$ cat src/sv/bvas_pkg.sv
// ----------------------------------------------------------------------------
// bvas_pkg
// shared types and constants of the bounding-box volume / aspect block
// ----------------------------------------------------------------------------
package bvas_pkg;

    // parameter defaults
    localparam int COORD_BITS_DEF = 20;
    localparam int COUNT_BITS_DEF = 16;

    // result field widths
    localparam int VOL_W   = 44;
    localparam int RATIO_W = 30;
    localparam int SEV_W   = 17;
    localparam int TOTAL_W = 16;
    localparam int THR_W   = 20;

    // fixed-point and limits
    localparam int FRAC_BITS     = 16;
    localparam int SEV_SHIFT     = 32;
    localparam int VOL_SPLIT     = 22;
    localparam int MIN_VOL_PTS   = 4;
    localparam int MIN_RATIO_PTS = 2;

    localparam logic [VOL_W-1:0]   VOL_MAX   = '1;
    localparam logic [RATIO_W-1:0] RATIO_MAX = '1;
    localparam logic [TOTAL_W-1:0] TOTAL_MAX = '1;
    localparam logic [SEV_W-1:0]   ONE_Q16   = SEV_W'(65536);
    localparam logic [THR_W-1:0]   THR_RESET = THR_W'(65);

    // configuration port
    localparam int APB_AW       = 3;
    localparam int APB_DW       = 32;
    localparam int REG_IDX_W    = APB_AW - 2;
    localparam int REG_THINNESS = 0;

    typedef enum logic [3:0] {
        S_IDLE,
        S_EXT,
        S_MXY,
        S_MPL,
        S_MPH,
        S_ACCV,
        S_VOL,
        S_DIV,
        S_RATIO,
        S_MVL,
        S_MVH,
        S_ACCS,
        S_SEV
    } t_state;

    typedef enum logic [2:0] {
        MUL_XY,
        MUL_PL,
        MUL_PH,
        MUL_VL,
        MUL_VH
    } t_mul_op;

    typedef struct packed {
        logic    pt_ld;
        logic    ext_ld;
        logic    mm_ld;
        logic    den_ld;
        logic    mul_en;
        t_mul_op mul_op;
        logic    acc_ld;
        logic    acc_add;
        logic    acc_sev;
        logic    vol_ld;
        logic    div_init;
        logic    div_step;
        logic    ratio_ld;
        logic    out_ld;
    } t_cmd;

    typedef struct packed {
        logic last;
    } t_stat;

endpackage

$ cat src/sv/bvas_if.sv
// ----------------------------------------------------------------------------
// bvas_if
// point and result channels with valid / ready handshake
// ----------------------------------------------------------------------------
interface bvas_pt_if #(
    parameter int COORD_BITS = bvas_pkg::COORD_BITS_DEF
);
    logic                         valid;
    logic                         ready;
    logic signed [COORD_BITS-1:0] x_coord;
    logic signed [COORD_BITS-1:0] y_coord;
    logic signed [COORD_BITS-1:0] z_coord;
    logic                         last_point;

    modport source (output valid, x_coord, y_coord, z_coord, last_point, input ready);
    modport sink   (input valid, x_coord, y_coord, z_coord, last_point, output ready);
endinterface

interface bvas_res_if;
    logic                         valid;
    logic                         ready;
    logic [bvas_pkg::VOL_W-1:0]   box_volume;
    logic [bvas_pkg::RATIO_W-1:0] extent_ratio;
    logic [bvas_pkg::SEV_W-1:0]   severity;
    logic [bvas_pkg::TOTAL_W-1:0] point_total;

    modport source (output valid, box_volume, extent_ratio, severity, point_total,
                    input ready);
    modport sink   (input valid, box_volume, extent_ratio, severity, point_total,
                    output ready);
endinterface

$ cat src/sv/bvas_ctrl.sv
// ----------------------------------------------------------------------------
// bvas_ctrl
// sequencer: point intake, then volume, divide and severity steps
// ----------------------------------------------------------------------------
module bvas_ctrl #(
    parameter int COORD_BITS = bvas_pkg::COORD_BITS_DEF
) (
    input  logic            i_clk,
    input  logic            i_rst_n,
    input  logic            i_in_valid,
    output logic            o_in_ready,
    output logic            o_out_valid,
    input  logic            i_out_ready,
    input  bvas_pkg::t_stat i_stat,
    output bvas_pkg::t_cmd  o_cmd
);
    import bvas_pkg::*;

    localparam int DIV_W = COORD_BITS + FRAC_BITS;
    localparam int CNT_W = $clog2(DIV_W);

    t_state             r_state, n_state;
    logic [CNT_W-1:0]   r_cnt, n_cnt;
    logic               r_out_valid, n_out_valid;
    logic               accept;
    logic               slot_free;

    assign accept    = i_in_valid && o_in_ready;
    assign slot_free = !r_out_valid || i_out_ready;

    always_comb begin
        n_state = r_state;
        case (r_state)
            S_IDLE:  if (accept && i_stat.last) n_state = S_EXT;
            S_EXT:   n_state = S_MXY;
            S_MXY:   n_state = S_MPL;
            S_MPL:   n_state = S_MPH;
            S_MPH:   n_state = S_ACCV;
            S_ACCV:  n_state = S_VOL;
            S_VOL:   n_state = S_DIV;
            S_DIV:   if (r_cnt == '0) n_state = S_RATIO;
            S_RATIO: n_state = S_MVL;
            S_MVL:   n_state = S_MVH;
            S_MVH:   n_state = S_ACCS;
            S_ACCS:  n_state = S_SEV;
            S_SEV:   if (slot_free) n_state = S_IDLE;
            default: n_state = S_IDLE;
        endcase
    end

    always_comb begin
        o_cmd        = '0;
        o_cmd.mul_op = MUL_XY;
        o_in_ready   = 1'b0;
        case (r_state)
            S_IDLE: begin
                o_in_ready  = 1'b1;
                o_cmd.pt_ld = i_in_valid;
            end
            S_EXT:   o_cmd.ext_ld = 1'b1;
            S_MXY: begin
                o_cmd.mm_ld  = 1'b1;
                o_cmd.mul_en = 1'b1;
                o_cmd.mul_op = MUL_XY;
            end
            S_MPL: begin
                o_cmd.den_ld = 1'b1;
                o_cmd.mul_en = 1'b1;
                o_cmd.mul_op = MUL_PL;
            end
            S_MPH: begin
                o_cmd.mul_en = 1'b1;
                o_cmd.mul_op = MUL_PH;
                o_cmd.acc_ld = 1'b1;
            end
            S_ACCV:  o_cmd.acc_add = 1'b1;
            S_VOL: begin
                o_cmd.vol_ld   = 1'b1;
                o_cmd.div_init = 1'b1;
            end
            S_DIV:   o_cmd.div_step = 1'b1;
            S_RATIO: o_cmd.ratio_ld = 1'b1;
            S_MVL: begin
                o_cmd.mul_en = 1'b1;
                o_cmd.mul_op = MUL_VL;
            end
            S_MVH: begin
                o_cmd.mul_en = 1'b1;
                o_cmd.mul_op = MUL_VH;
                o_cmd.acc_ld = 1'b1;
            end
            S_ACCS: begin
                o_cmd.acc_add = 1'b1;
                o_cmd.acc_sev = 1'b1;
            end
            S_SEV:   o_cmd.out_ld = slot_free;
            default: o_cmd = '0;
        endcase
    end

    always_comb begin
        n_cnt = r_cnt;
        if (r_state == S_VOL) begin
            n_cnt = CNT_W'(DIV_W - 1);
        end else if (r_state == S_DIV) begin
            n_cnt = r_cnt - CNT_W'(1);
        end
    end

    always_comb begin
        n_out_valid = r_out_valid;
        if (r_state == S_SEV && slot_free) begin
            n_out_valid = 1'b1;
        end else if (i_out_ready) begin
            n_out_valid = 1'b0;
        end
    end

    always_ff @(posedge i_clk) begin
        if (!i_rst_n) begin
            r_state     <= S_IDLE;
            r_cnt       <= '0;
            r_out_valid <= 1'b0;
        end else begin
            r_state     <= n_state;
            r_cnt       <= n_cnt;
            r_out_valid <= n_out_valid;
        end
    end

    assign o_out_valid = r_out_valid;

endmodule

$ cat src/sv/bvas_dp.sv
// ----------------------------------------------------------------------------
// bvas_dp
// bounds, count, shared multiplier, accumulator, serial divider, result word
// ----------------------------------------------------------------------------
module bvas_dp #(
    parameter int COORD_BITS = bvas_pkg::COORD_BITS_DEF,
    parameter int COUNT_BITS = bvas_pkg::COUNT_BITS_DEF
) (
    input  logic                          i_clk,
    input  logic                          i_rst_n,
    input  bvas_pkg::t_cmd                i_cmd,
    output bvas_pkg::t_stat               o_stat,
    input  logic signed [COORD_BITS-1:0]  i_x_coord,
    input  logic signed [COORD_BITS-1:0]  i_y_coord,
    input  logic signed [COORD_BITS-1:0]  i_z_coord,
    input  logic                          i_last_point,
    input  logic [bvas_pkg::THR_W-1:0]    i_thr,
    output logic [bvas_pkg::VOL_W-1:0]    o_box_volume,
    output logic [bvas_pkg::RATIO_W-1:0]  o_extent_ratio,
    output logic [bvas_pkg::SEV_W-1:0]    o_severity,
    output logic [bvas_pkg::TOTAL_W-1:0]  o_point_total
);
    import bvas_pkg::*;

    localparam int EXT_W = COORD_BITS;
    localparam int P_W   = 2 * EXT_W;
    localparam int MA    = (EXT_W > VOL_SPLIT) ? EXT_W : VOL_SPLIT;
    localparam int MB    = (EXT_W > RATIO_W) ? EXT_W : RATIO_W;
    localparam int ACC_W = (3 * EXT_W > VOL_W + RATIO_W) ? 3 * EXT_W : VOL_W + RATIO_W;
    localparam int DIV_W = EXT_W + FRAC_BITS;
    localparam int QW    = (DIV_W > RATIO_W) ? DIV_W : RATIO_W;
    localparam int CW    = (EXT_W > THR_W) ? EXT_W : THR_W;
    localparam int TW    = (COUNT_BITS > TOTAL_W) ? COUNT_BITS : TOTAL_W;

    // bounds and count
    logic signed [COORD_BITS-1:0] r_lo_x, r_hi_x, r_lo_y, r_hi_y, r_lo_z, r_hi_z;
    logic [COUNT_BITS-1:0]        r_pts;
    logic [COUNT_BITS-1:0]        cnt_inc;
    logic [TW-1:0]                cnt_ext;
    logic                         first;
    logic                         r_vol_en, r_ratio_ok, r_div_en;
    logic [TOTAL_W-1:0]           r_total;

    // extents
    logic [EXT_W-1:0] r_dx, r_dy, r_dz, r_mx, r_mn;
    logic [EXT_W-1:0] mx_c, mn_c;

    // multiplier and accumulator
    logic [MA-1:0]      mul_a;
    logic [MB-1:0]      mul_b;
    logic [MA+MB-1:0]   mul_out;
    logic [MA+MB-1:0]   r_prod;
    logic [P_W-1:0]     r_p;
    logic [ACC_W-1:0]   r_acc;
    logic [ACC_W-1:0]   acc_shr;
    logic [ACC_W-1:0]   sev_shr;
    logic [VOL_W-1:0]   r_vol;
    logic [RATIO_W-1:0] r_ratio;

    // divider
    logic [EXT_W-1:0] r_rem;
    logic [DIV_W-1:0] r_quo;
    logic [EXT_W:0]   rem_sh;
    logic             q_bit;
    logic [EXT_W-1:0] rem_nx;
    logic [QW-1:0]    quo_ext;

    // result word
    logic [VOL_W-1:0]   r_o_vol;
    logic [RATIO_W-1:0] r_o_ratio;
    logic [SEV_W-1:0]   r_o_sev;
    logic [TOTAL_W-1:0] r_o_total;

    assign o_stat.last = i_last_point;

    assign first   = (r_pts == '0);
    assign cnt_inc = (r_pts == '1) ? r_pts : r_pts + COUNT_BITS'(1);
    assign cnt_ext = TW'(cnt_inc);

    always_ff @(posedge i_clk) begin
        if (!i_rst_n) begin
            r_pts <= '0;
        end else if (i_cmd.pt_ld) begin
            r_pts <= i_last_point ? '0 : cnt_inc;
        end
    end

    always_ff @(posedge i_clk) begin
        if (i_cmd.pt_ld) begin
            if (first || i_x_coord < r_lo_x) r_lo_x <= i_x_coord;
            if (first || i_x_coord > r_hi_x) r_hi_x <= i_x_coord;
            if (first || i_y_coord < r_lo_y) r_lo_y <= i_y_coord;
            if (first || i_y_coord > r_hi_y) r_hi_y <= i_y_coord;
            if (first || i_z_coord < r_lo_z) r_lo_z <= i_z_coord;
            if (first || i_z_coord > r_hi_z) r_hi_z <= i_z_coord;
            if (i_last_point) begin
                r_vol_en   <= (cnt_inc >= COUNT_BITS'(MIN_VOL_PTS));
                r_ratio_ok <= (cnt_inc >= COUNT_BITS'(MIN_RATIO_PTS));
                r_total    <= (cnt_ext > TW'(TOTAL_MAX)) ? TOTAL_MAX : cnt_ext[TOTAL_W-1:0];
            end
        end
    end

    // extents are never negative, so the low bits of the difference suffice
    always_ff @(posedge i_clk) begin
        if (i_cmd.ext_ld) begin
            r_dx <= EXT_W'(unsigned'(r_hi_x - r_lo_x));
            r_dy <= EXT_W'(unsigned'(r_hi_y - r_lo_y));
            r_dz <= EXT_W'(unsigned'(r_hi_z - r_lo_z));
        end
    end

    always_comb begin
        mx_c = r_dx;
        if (r_dy > mx_c) mx_c = r_dy;
        if (r_dz > mx_c) mx_c = r_dz;
        mn_c = r_dx;
        if (r_dy < mn_c) mn_c = r_dy;
        if (r_dz < mn_c) mn_c = r_dz;
    end

    always_ff @(posedge i_clk) begin
        if (i_cmd.mm_ld) begin
            r_mx <= mx_c;
            r_mn <= mn_c;
        end
        if (i_cmd.den_ld) begin
            r_div_en <= r_ratio_ok && (CW'(r_mn) > CW'(i_thr));
        end
    end

    // shared multiplier operand select
    always_comb begin
        mul_a = MA'(r_dx);
        mul_b = MB'(r_dy);
        case (i_cmd.mul_op)
            MUL_XY: begin
                mul_a = MA'(r_dx);
                mul_b = MB'(r_dy);
            end
            MUL_PL: begin
                mul_a = MA'(r_p[EXT_W-1:0]);
                mul_b = MB'(r_dz);
            end
            MUL_PH: begin
                mul_a = MA'(r_p[P_W-1:EXT_W]);
                mul_b = MB'(r_dz);
            end
            MUL_VL: begin
                mul_a = MA'(r_vol[VOL_SPLIT-1:0]);
                mul_b = MB'(r_ratio);
            end
            MUL_VH: begin
                mul_a = MA'(r_vol[VOL_W-1:VOL_SPLIT]);
                mul_b = MB'(r_ratio);
            end
            default: begin
                mul_a = '0;
                mul_b = '0;
            end
        endcase
    end

    assign mul_out = (MA+MB)'(mul_a) * (MA+MB)'(mul_b);

    always_ff @(posedge i_clk) begin
        if (i_cmd.mul_en) begin
            r_prod <= mul_out;
            if (i_cmd.mul_op == MUL_XY) begin
                r_p <= mul_out[P_W-1:0];
            end
        end
    end

    // low partial product first, high one added shifted by its split point
    always_ff @(posedge i_clk) begin
        if (i_cmd.acc_ld) begin
            r_acc <= ACC_W'(r_prod);
        end else if (i_cmd.acc_add) begin
            if (i_cmd.acc_sev) begin
                r_acc <= r_acc + (ACC_W'(r_prod) << VOL_SPLIT);
            end else begin
                r_acc <= r_acc + (ACC_W'(r_prod) << EXT_W);
            end
        end
    end

    assign acc_shr = r_acc >> FRAC_BITS;
    assign sev_shr = r_acc >> SEV_SHIFT;

    always_ff @(posedge i_clk) begin
        if (i_cmd.vol_ld) begin
            if (!r_vol_en) begin
                r_vol <= '0;
            end else if (acc_shr > ACC_W'(VOL_MAX)) begin
                r_vol <= VOL_MAX;
            end else begin
                r_vol <= acc_shr[VOL_W-1:0];
            end
        end
    end

    // restoring divider, one quotient bit a cycle
    assign rem_sh = {r_rem, r_quo[DIV_W-1]};
    assign q_bit  = (rem_sh >= {1'b0, r_mn});
    assign rem_nx = q_bit ? EXT_W'(rem_sh - {1'b0, r_mn}) : rem_sh[EXT_W-1:0];

    always_ff @(posedge i_clk) begin
        if (i_cmd.div_init) begin
            r_rem <= '0;
            r_quo <= {r_mx, {FRAC_BITS{1'b0}}};
        end else if (i_cmd.div_step) begin
            r_rem <= rem_nx;
            r_quo <= {r_quo[DIV_W-2:0], q_bit};
        end
    end

    assign quo_ext = QW'(r_quo);

    always_ff @(posedge i_clk) begin
        if (i_cmd.ratio_ld) begin
            if (!r_div_en) begin
                r_ratio <= RATIO_W'(ONE_Q16);
            end else if (quo_ext > QW'(RATIO_MAX)) begin
                r_ratio <= RATIO_MAX;
            end else begin
                r_ratio <= quo_ext[RATIO_W-1:0];
            end
        end
    end

    always_ff @(posedge i_clk) begin
        if (i_cmd.out_ld) begin
            r_o_vol   <= r_vol;
            r_o_ratio <= r_ratio;
            r_o_sev   <= (sev_shr > ACC_W'(ONE_Q16)) ? ONE_Q16 : sev_shr[SEV_W-1:0];
            r_o_total <= r_total;
        end
    end

    assign o_box_volume   = r_o_vol;
    assign o_extent_ratio = r_o_ratio;
    assign o_severity     = r_o_sev;
    assign o_point_total  = r_o_total;

endmodule

$ cat src/sv/box_volume_aspect_severity_core.sv
// ----------------------------------------------------------------------------
// box_volume_aspect_severity_core
// axis-aligned bounding box of a point cloud: volume, aspect ratio, severity
//
//   channel   dir   kind        word
//   i_pt      in    valid/rdy   x, y, z coordinate and last-point flag
//   o_res     out   valid/rdy   volume, aspect ratio, severity, point total
//   apb       in    apb write   thinness threshold at byte address 0
//
// a point is taken every cycle while the block is collecting; the word with
// the last-point flag starts the result sequence, which holds off i_pt through
// the extent, multiply, restoring-divide and severity steps, and for as long as
// the previous result still sits unread in o_res.
// the output register frees i_pt while a result waits to be taken.
// synchronous active-low reset clears the count, sequencer and valid flag.
// ----------------------------------------------------------------------------
module box_volume_aspect_severity_core #(
    parameter int COORD_BITS = bvas_pkg::COORD_BITS_DEF,
    parameter int COUNT_BITS = bvas_pkg::COUNT_BITS_DEF
) (
    input  logic                          i_clk,
    input  logic                          i_rst_n,
    bvas_pt_if.sink                       i_pt,
    bvas_res_if.source                    o_res,
    input  logic                          psel,
    input  logic                          penable,
    input  logic                          pwrite,
    input  logic [bvas_pkg::APB_AW-1:0]   paddr,
    input  logic [bvas_pkg::APB_DW-1:0]   pwdata,
    output logic [bvas_pkg::APB_DW-1:0]   prdata,
    output logic                          pready
);
    import bvas_pkg::*;

    t_cmd             cmd;
    t_stat            stat;
    logic [THR_W-1:0] r_thr;
    logic             reg_sel;

    assign pready  = 1'b1;
    assign reg_sel = (paddr[APB_AW-1:2] == REG_IDX_W'(REG_THINNESS));

    always_ff @(posedge i_clk) begin
        if (!i_rst_n) begin
            r_thr <= THR_RESET;
        end else if (psel && penable && pwrite && pready && reg_sel) begin
            r_thr <= pwdata[THR_W-1:0];
        end
    end

    assign prdata = reg_sel ? APB_DW'(r_thr) : '0;

    bvas_ctrl #(
        .COORD_BITS (COORD_BITS)
    ) u_ctrl (
        .i_clk       (i_clk),
        .i_rst_n     (i_rst_n),
        .i_in_valid  (i_pt.valid),
        .o_in_ready  (i_pt.ready),
        .o_out_valid (o_res.valid),
        .i_out_ready (o_res.ready),
        .i_stat      (stat),
        .o_cmd       (cmd)
    );

    bvas_dp #(
        .COORD_BITS (COORD_BITS),
        .COUNT_BITS (COUNT_BITS)
    ) u_dp (
        .i_clk          (i_clk),
        .i_rst_n        (i_rst_n),
        .i_cmd          (cmd),
        .o_stat         (stat),
        .i_x_coord      (i_pt.x_coord),
        .i_y_coord      (i_pt.y_coord),
        .i_z_coord      (i_pt.z_coord),
        .i_last_point   (i_pt.last_point),
        .i_thr          (r_thr),
        .o_box_volume   (o_res.box_volume),
        .o_extent_ratio (o_res.extent_ratio),
        .o_severity     (o_res.severity),
        .o_point_total  (o_res.point_total)
    );

endmodule

$ cat src/flat_wrapper.sv
// flat-port wrapper written by rule: the top's interface ports become plain ports
module box_volume_aspect_severity_core_flat import bvas_pkg::*;
#(
    parameter int COORD_BITS = bvas_pkg::COORD_BITS_DEF,
    parameter int COUNT_BITS = bvas_pkg::COUNT_BITS_DEF
)
  (i_clk, i_rst_n, psel, penable, pwrite, paddr, pwdata, prdata, pready, i_pt_valid, i_pt_x_coord, i_pt_y_coord, i_pt_z_coord, i_pt_last_point, i_pt_ready, o_res_valid, o_res_box_volume, o_res_extent_ratio, o_res_severity, o_res_point_total, o_res_ready);
  bvas_pt_if #(.COORD_BITS(COORD_BITS)) i_pt_i ();
  bvas_res_if o_res_i ();
  input  logic i_clk;
  input  logic i_rst_n;
  input  logic psel;
  input  logic penable;
  input  logic pwrite;
  input  logic [bvas_pkg::APB_AW-1:0] paddr;
  input  logic [bvas_pkg::APB_DW-1:0] pwdata;
  output logic [bvas_pkg::APB_DW-1:0] prdata;
  output logic pready;
  input wire logic [$bits(i_pt_i.valid)-1:0] i_pt_valid;
  input wire logic [$bits(i_pt_i.x_coord)-1:0] i_pt_x_coord;
  input wire logic [$bits(i_pt_i.y_coord)-1:0] i_pt_y_coord;
  input wire logic [$bits(i_pt_i.z_coord)-1:0] i_pt_z_coord;
  input wire logic [$bits(i_pt_i.last_point)-1:0] i_pt_last_point;
  output wire logic [$bits(i_pt_i.ready)-1:0] i_pt_ready;
  output wire logic [$bits(o_res_i.valid)-1:0] o_res_valid;
  output wire logic [$bits(o_res_i.box_volume)-1:0] o_res_box_volume;
  output wire logic [$bits(o_res_i.extent_ratio)-1:0] o_res_extent_ratio;
  output wire logic [$bits(o_res_i.severity)-1:0] o_res_severity;
  output wire logic [$bits(o_res_i.point_total)-1:0] o_res_point_total;
  input wire logic [$bits(o_res_i.ready)-1:0] o_res_ready;
  assign i_pt_i.valid = i_pt_valid;
  assign i_pt_i.x_coord = i_pt_x_coord;
  assign i_pt_i.y_coord = i_pt_y_coord;
  assign i_pt_i.z_coord = i_pt_z_coord;
  assign i_pt_i.last_point = i_pt_last_point;
  assign i_pt_ready = i_pt_i.ready;
  assign o_res_valid = o_res_i.valid;
  assign o_res_box_volume = o_res_i.box_volume;
  assign o_res_extent_ratio = o_res_i.extent_ratio;
  assign o_res_severity = o_res_i.severity;
  assign o_res_point_total = o_res_i.point_total;
  assign o_res_i.ready = o_res_ready;
  box_volume_aspect_severity_core #(.COORD_BITS(COORD_BITS), .COUNT_BITS(COUNT_BITS)) u_core (.i_clk(i_clk), .i_rst_n(i_rst_n), .i_pt(i_pt_i), .o_res(o_res_i), .psel(psel), .penable(penable), .pwrite(pwrite), .paddr(paddr), .pwdata(pwdata), .prdata(prdata), .pready(pready));
endmodule
$ cat config.mk
export PLATFORM = sky130hd
export DESIGN_NAME = box_volume_aspect_severity_core_flat
export DESIGN_NICKNAME = d
export VERILOG_FILES = /design/src/sv/bvas_pkg.sv /design/src/sv/bvas_if.sv /design/src/sv/bvas_ctrl.sv /design/src/sv/bvas_dp.sv /design/src/sv/box_volume_aspect_severity_core.sv /design/src/flat_wrapper.sv
export SDC_FILE = /design/constraint.sdc
export NUM_CORES = 2
export LEC_CHECK = 0
export ABC_AREA = 0
export BUFFER_PORTS_ARGS = -buffer_cell sky130_fd_sc_hd__buf_4
export CORE_UTILIZATION = 38
export CTS_CLUSTER_SIZE = 28
export DETAILED_ROUTE_END_ITERATION = 8
export PLACE_DENSITY = 0.52
export SLEW_MARGIN = 20
export SYNTH_ARGS = -nofsm -noshare
export SYNTH_HDL_FRONTEND = slang
export SYNTH_SLANG_ARGS = --single-unit
$ cat constraint.sdc
create_clock -name i_clk -period 10.1 [get_ports i_clk]
set_clock_uncertainty 0.2 [all_clocks]
set_input_delay 2.02 -clock i_clk [delete_from_list [all_inputs] [get_ports i_clk]]
set_output_delay 2.02 -clock i_clk [all_outputs]
set_load 0.005 [all_outputs]
# After elaboration in Yosys (flattened, before gate mapping)

Index checks and enable logic that the tools add are counted.

Multipliers: 1
Reduce and logical (&&, ||, !) cells: 38
Add/sub/neg operators: 8
$lt $le $gt $ge: 18
Equal/unequal tests: 20
Bitwise gates (word level): 3
Mux-type cells: 38

Operators with widths:

| cell                                                                   | number |
|---|---|
| 20-bit > comparator                                                    | 6 |
| 20-bit two-way mux                                                     | 6 |
| 22-bit one-hot mux with 5 select lines                                 | 1 |
| 52-bit two-way mux                                                     | 2 |
| 20-bit less-than comparator                                            | 5 |
| 30-bit one-hot mux with 3 select lines                                 | 1 |
| 20-bit subtractor                                                      | 4 |
| 74-bit by 72-bit adder with 74-bit output                              | 1 |
| 74-bit adder                                                           | 1 |
| 74-bit two-way mux                                                     | 1 |
| 36-bit two-way mux                                                     | 2 |
| 58-bit by 44-bit > comparator with 1-bit output, second input constant | 1 |
| 22-bit by 30-bit multiplier with 52-bit output                         | 1 |
| 4-bit one-hot mux with 13 select lines                                 | 1 |
| 44-bit two-way mux                                                     | 1 |
| 42-bit by 17-bit > comparator with 1-bit output, second input constant | 1 |
| 36-bit by 30-bit > comparator with 1-bit output, second input constant | 1 |
| 16-bit two-way mux                                                     | 2 |
| 30-bit two-way mux                                                     | 1 |
| 21-bit by 20-bit greater-or-equal comparator with 1-bit output         | 1 |
| 4-bit == test, second input constant                                   | 5 |
| 4-bit one-hot mux with 5 select lines                                  | 1 |
| 16-bit by 1-bit adder with 16-bit output, second input constant        | 1 |
| 16-bit == test, second input constant                                  | 1 |
| 27 further kinds                                                       | 78 |

Output and inout port bits: 142
Flip-flop bits (word level): 689
Bits of input ports: 103

# Depth between registers and ports, before layout

Depth in word-level cells: 6
Gate-level depth with buffers: 37
Mapped depth without buffers: 32

# Modules after synthesis

Synthesis repeated with hierarchy kept, for this count alone.

Cells, all modules: 6,295
Area, all modules: 61,293.8 µm²

Modules (own cells, without submodules):

| module                          | instances | cells each | sequential area each (µm²) | area an instance (µm²) |
|---|---|---|---|---|
| bvas_dp                         | 1         | 6,071      | 18,537.8                   | 59,475.8 |
| box_volume_aspect_severity_core | 1         | 125        | 400.4                      | 1,051.0 |
| bvas_ctrl                       | 1         | 99         | 220.2                      | 767.0 |

# Least setup slack after synthesis

Ideal clock, no wire load.

Kind: input to register
From: in o_res_ready
To: reg u_core.u_dp.r_o_vol[0] (netlist: u_core.u_dp.o_box_volume[0]) (enable)
Data required time: 9,196 ps
Cell stages on the path: 2
Setup slack: -119 ps
Data arrival time: 9,315 ps
Path through: nor2b_1 > nor3_1

RTL lines:

| element                | RTL line           | RTL |
|---|---|---|
| start: declaration     | flat_wrapper.sv:30 | `input wire logic [$bits(o_res_i.ready)-1:0] o_res_ready;` |
| end signal: assignment | bvas_dp.sv:234     | `r_o_vol <= r_vol;` |
| end: declaration       | bvas_dp.sv:69      | `logic [VOL_W-1:0] r_o_vol;` |

# Worst setup path in the final report

From: reg u_core.u_ctrl.r_state[0]
To: reg u_core.u_dp.r_prod[51] (data pin)

Word-level cells in the longest chain between the ends: 6
Elaborated cells between the ends (all ways): 16
Classes of those cells: mul (1); eq/ne (9); mux (3); reduce/logical (3)

Ends and longest elaborated chain:

| element                                          | RTL line         | RTL |
|---|---|---|
| start: declaration                               | bvas_ctrl.sv:22  | `t_state r_state, n_state;` |
| start signal: assignment                         | bvas_ctrl.sv:125 | `r_state <= n_state;` |
| 4-bit == test (tied with other cells)            | bvas_ctrl.sv:55  | `case (r_state)` |
| 4-bit one-hot mux with 5 select lines *          | bvas_ctrl.sv:55  |  |
| 3-bit == test (tied with other cells)            | bvas_dp.sv:136   | `case (i_cmd.mul_op)` |
| 2-bit OR reduction (no line)                     | n/a              |  |
| 30-bit one-hot mux with 3 select lines           | bvas_dp.sv:136   |  |
| 22-bit by 30-bit multiplier with 52-bit output * | bvas_dp.sv:164   | `assign mul_out = (MA+MB)'(mul_a) * (MA+MB)'(mul_b);` |
| net u_core.u_dp.mul_out[51]                      | bvas_dp.sv:51    | `logic [MA+MB-1:0] mul_out;` |
| end signal: assignment                           | bvas_dp.sv:168   | `r_prod <= mul_out;` |
| end: declaration                                 | bvas_dp.sv:52    | `logic [MA+MB-1:0] r_prod;` |

The timed path passes the listed nets; every way through them passes the cells marked *.
A chain may end at the register's enable or synchronous reset.

==> flow_metrics.env <==
export IMPL_aggregate_global_routing_overflow=0
export IMPL_total_iterations_of_the_first_detailed_routing_run=7
export IMPL_synth_seq_cells=673
export IMPL_grt_max_degree=72
export IMPL_drv_max_cap_violation_count=0
export IMPL_clock_tree_root="clkbuf_16"
export IMPL_worst_hold_path_type="reg -> reg"
export IMPL_synth_most_common_cell="inv_1"
export IMPL_final_design_area_no_fill_sq_mm=0.06796
export IMPL_antenna_found_initial=4
export IMPL_finish_cell_count_without_fillers=8580
export IMPL_crit_path_frequent_cell="fa_1"
export IMPL_synth_edf_count=568
export IMPL_floorplan_die_area_sq_mm=0.1609
export IMPL_clk_path_buf_depth=3
export IMPL_core_rowCount=146
export IMPL_layout_nets=7657
export IMPL_count_of_pins_on_the_block_boundary=245
export IMPL_final_max_slew_violation_count=0
export IMPL_wl_mm=196.6
export IMPL_cp_start_kind="flop"
export IMPL_route_detailed_vias_per_inst=5.411
export IMPL_synth_top_area_cell="edfxtp_1"
export IMPL_numPlacedInstances=8435
export IMPL_layout_drive_gt1_share_pct=9.176
export IMPL_post_cts_buffers=0
export IMPL_detail_route_drc_violations=0
export IMPL_synth_seq_area_share_pct=31.65
export IMPL_gp_routability_congestion=0.9443
export IMPL_core_area_sq_mm=0.1582
export IMPL_antenna_left=0
export IMPL_synth_warnings=0
export IMPL_most_used_standard_cells_in_the_synthesized_netlist="inv_1, nand2_1, edfxtp_1, fa_1, ha_1"
export IMPL_final_min_period_over_clock_period_pct=96.75
export IMPL_post_route_min_period_ns=9.772
export IMPL_cts_tree="yes"
export IMPL_timing_final_setup_violations=0
export IMPL_grtUsageTotal_pct=24.26
export IMPL_initial_core_util_pct=38.27
export IMPL_clk_insertion_delay_late_ns=0.68
export IMPL_path_max_fanout=34
export IMPL_unrepaired_setup_endpoints_after_global_routing="no"
export IMPL_htreeDepth=3
export IMPL_relSlewSlack_pct=23.14
export IMPL_run_status="complete, no violations"
export IMPL_cts_reportedPaths_clkPinSlew_ns=0.06
export IMPL_buffer_ports_inserted=217
export IMPL_grt_pass1_wl_mm=293.1
export IMPL_syn_mean_instance_area_sq_um=9.706
export IMPL_ys_flop_type="edfxtp_1"
export IMPL_via_count_of_the_first_global_routing_pass=45880
export IMPL_timing_hold_violations_final=0
export IMPL_critPathCaptureType="flop"
export IMPL_areaGrowthSynthToFinish_pct=12.26
export IMPL_critPathRequiredTime_ns=10.32
export IMPL_clock_tree_sinks=673
export IMPL_die_height_um=401.1
export IMPL_dpl_cell_area_sq_mm=0.06526
export IMPL_transition_time_at_the_pin_with_the_least_slew_margin_ns=1.138
export IMPL_async_flop_share_pct=0
export IMPL_maxClockFrequency_mhz=102.3
export IMPL_routedWlPerCell_um=22.92
export IMPL_dpl_hpwl_mm=156.9
export IMPL_setup_worst_path_class="reg -> reg"
export IMPL_synth_cell_area_sq_mm=0.06053
export IMPL_vias=46430
export IMPL_yosysTopAreaCellShare_pct=28.18
export IMPL_number_of_buffers_created_by_cts=77
export IMPL_postSynthCellCount=6237
export IMPL_drt_first_iter_violations=4170
export IMPL_dieWidth_um=401.1
export IMPL_utilization_pct=42.96
export IMPL_totalNegativeSetupSlack_ns=0
export IMPL_cpPeakStageDelay_ns=0.61
export IMPL_worst_ep_arrival_time_ns=9.99
export IMPL_critPathSlowestCell="fa_1"
export IMPL_ys_top_cells_by_area="edfxtp_1, fa_1, ha_1"
export IMPL_yosys_cell_types_count=86
export IMPL_nFillCells=15450
[critical path: cells and delay by family (launching register included)]
family,cells,cell delay [ns]
muxes,1,0.24
buffers and inverters,5,0.91
AOI/OAI and AO/OA,6,1.86
adders and majority gates,8,4.18
and+or+nand+nor,9,1.61
DFF,1,0.48
[cell type report]
cell class | count | area, sq um | area share [%]
antenna | 2 | 5.005 | 0.007365
sequential | 673 | 19160 | 28.19
timing repair buffer | 385 | 2998 | 4.411
tap | 2072 | 2592 | 3.815
clock buffer | 108 | 2252 | 3.314
inverter | 891 | 3344 | 4.921
multi-input combinational | 4416 | 37220 | 54.76
clock inverter | 33 | 390.4 | 0.5744
[cells by family (layout without fill, tap and decap cells)]
kind of cell,count (synthesis),count (layout),share of synthesized area (%)
flops,673,673,31.65
mux,83,83,1.375
fa+ha+maj,1110,1110,29.92
other cells,2,15,0.01241
simple gates,1760,1761,13.01
buf+inv,1160,1417,7.288
compound gates,1248,1248,13.83
xor+xnor,201,201,2.908
[cell usage in the layout, fill, tap and decap left out, types with 31 or more instances in the layout]
master | Yosys | final
a211oi_1 | 41 | 40
nand2_1 | 764 | 762
buf_4 | 13 | 377
a31oi_1 | 35 | 31
dfxtp_1 | 105 | 105
a21o_1 | 184 | 184
nor3_1 | 71 | 67
nand2b_1 | 48 | 48
a221o_1 | 44 | 40
nor2_1 | 454 | 448
o21ai_0 | 229 | 228
a21boi_0 | 34 | 33
a21oi_1 | 303 | 302
fa_1 | 563 | 563
xor2_1 | 74 | 74
inv_1 | 891 | 890
ha_1 | 547 | 547
edfxtp_1 | 568 | 568
mux2i_1 | 82 | 82
nand4_1 | 67 | 67
o21a_1 | 112 | 112
xnor2_1 | 127 | 127
nand3_1 | 75 | 74
nor2b_1 | 67 | 66
a22oi_1 | 40 | 40
clkbuf_16 | 0 | 84
and2_1 | 89 | 87
a22o_1 | 33 | 33
[sequential cells by signal, indices dropped and copies added, names as in the netlist, 30 cells and up]
| name | flops |
|---|---|
| u_core.u_dp.o_box_volume | 44 |
| u_core.u_dp.o_extent_ratio | 30 |
| u_core.u_dp.quo_ext | 36 |
| u_core.u_dp.r_acc | 58 |
| u_core.u_dp.r_p | 40 |
| u_core.u_dp.r_prod | 52 |
| u_core.u_dp.r_ratio | 30 |
| u_core.u_dp.r_vol | 44 |
[routing by layer]
layer / GRT usage, % / wire length [um]
met2: 37.60 / 87670
met5: 0 / 0
met1: 34.50 / 89370
met4: 8.443 / 6850
met3: 3.553 / 12750
[timing repair]
action,CTS,global route
resized for setup,0,8
hold buffers,0,0
endpoints found under the hold margin,0,0
endpoints found under the setup margin,0,5
[stage by stage]
step / hold slack, ns / worst slack [ns]
2_1_floorplan: 0.2003 / 1.251
3_3_place_gp: 0.2007 / 0.2893
3_5_place_dp: 0.2045 / 0.2351
4_1_cts: 0.2188 / 0.1943
5_1_grt: 0.2248 / 0.008089
6_report: 0.2185 / 0.3278
[worst paths after layout]
kind	startpoint	to	slack, ns	cells past startpoint
hold reg to reg	u_core.u_dp.r_total[9]	u_core.u_dp.o_point_total[9]	0.22	0
setup reg to reg	u_core.u_ctrl.r_state[0]	u_core.u_dp.r_prod[51]	0.33	29
setup / recovery	u_core.u_ctrl.r_state[0]	u_core.u_dp.r_prod[51]	0.33	29
hold / removal	u_core.u_dp.r_total[9]	u_core.u_dp.o_point_total[9]	0.22	0
Power is left out: the tool's default activity adds up to more than one toggle a clock period on the data nets, which glitch-free logic cannot reach.
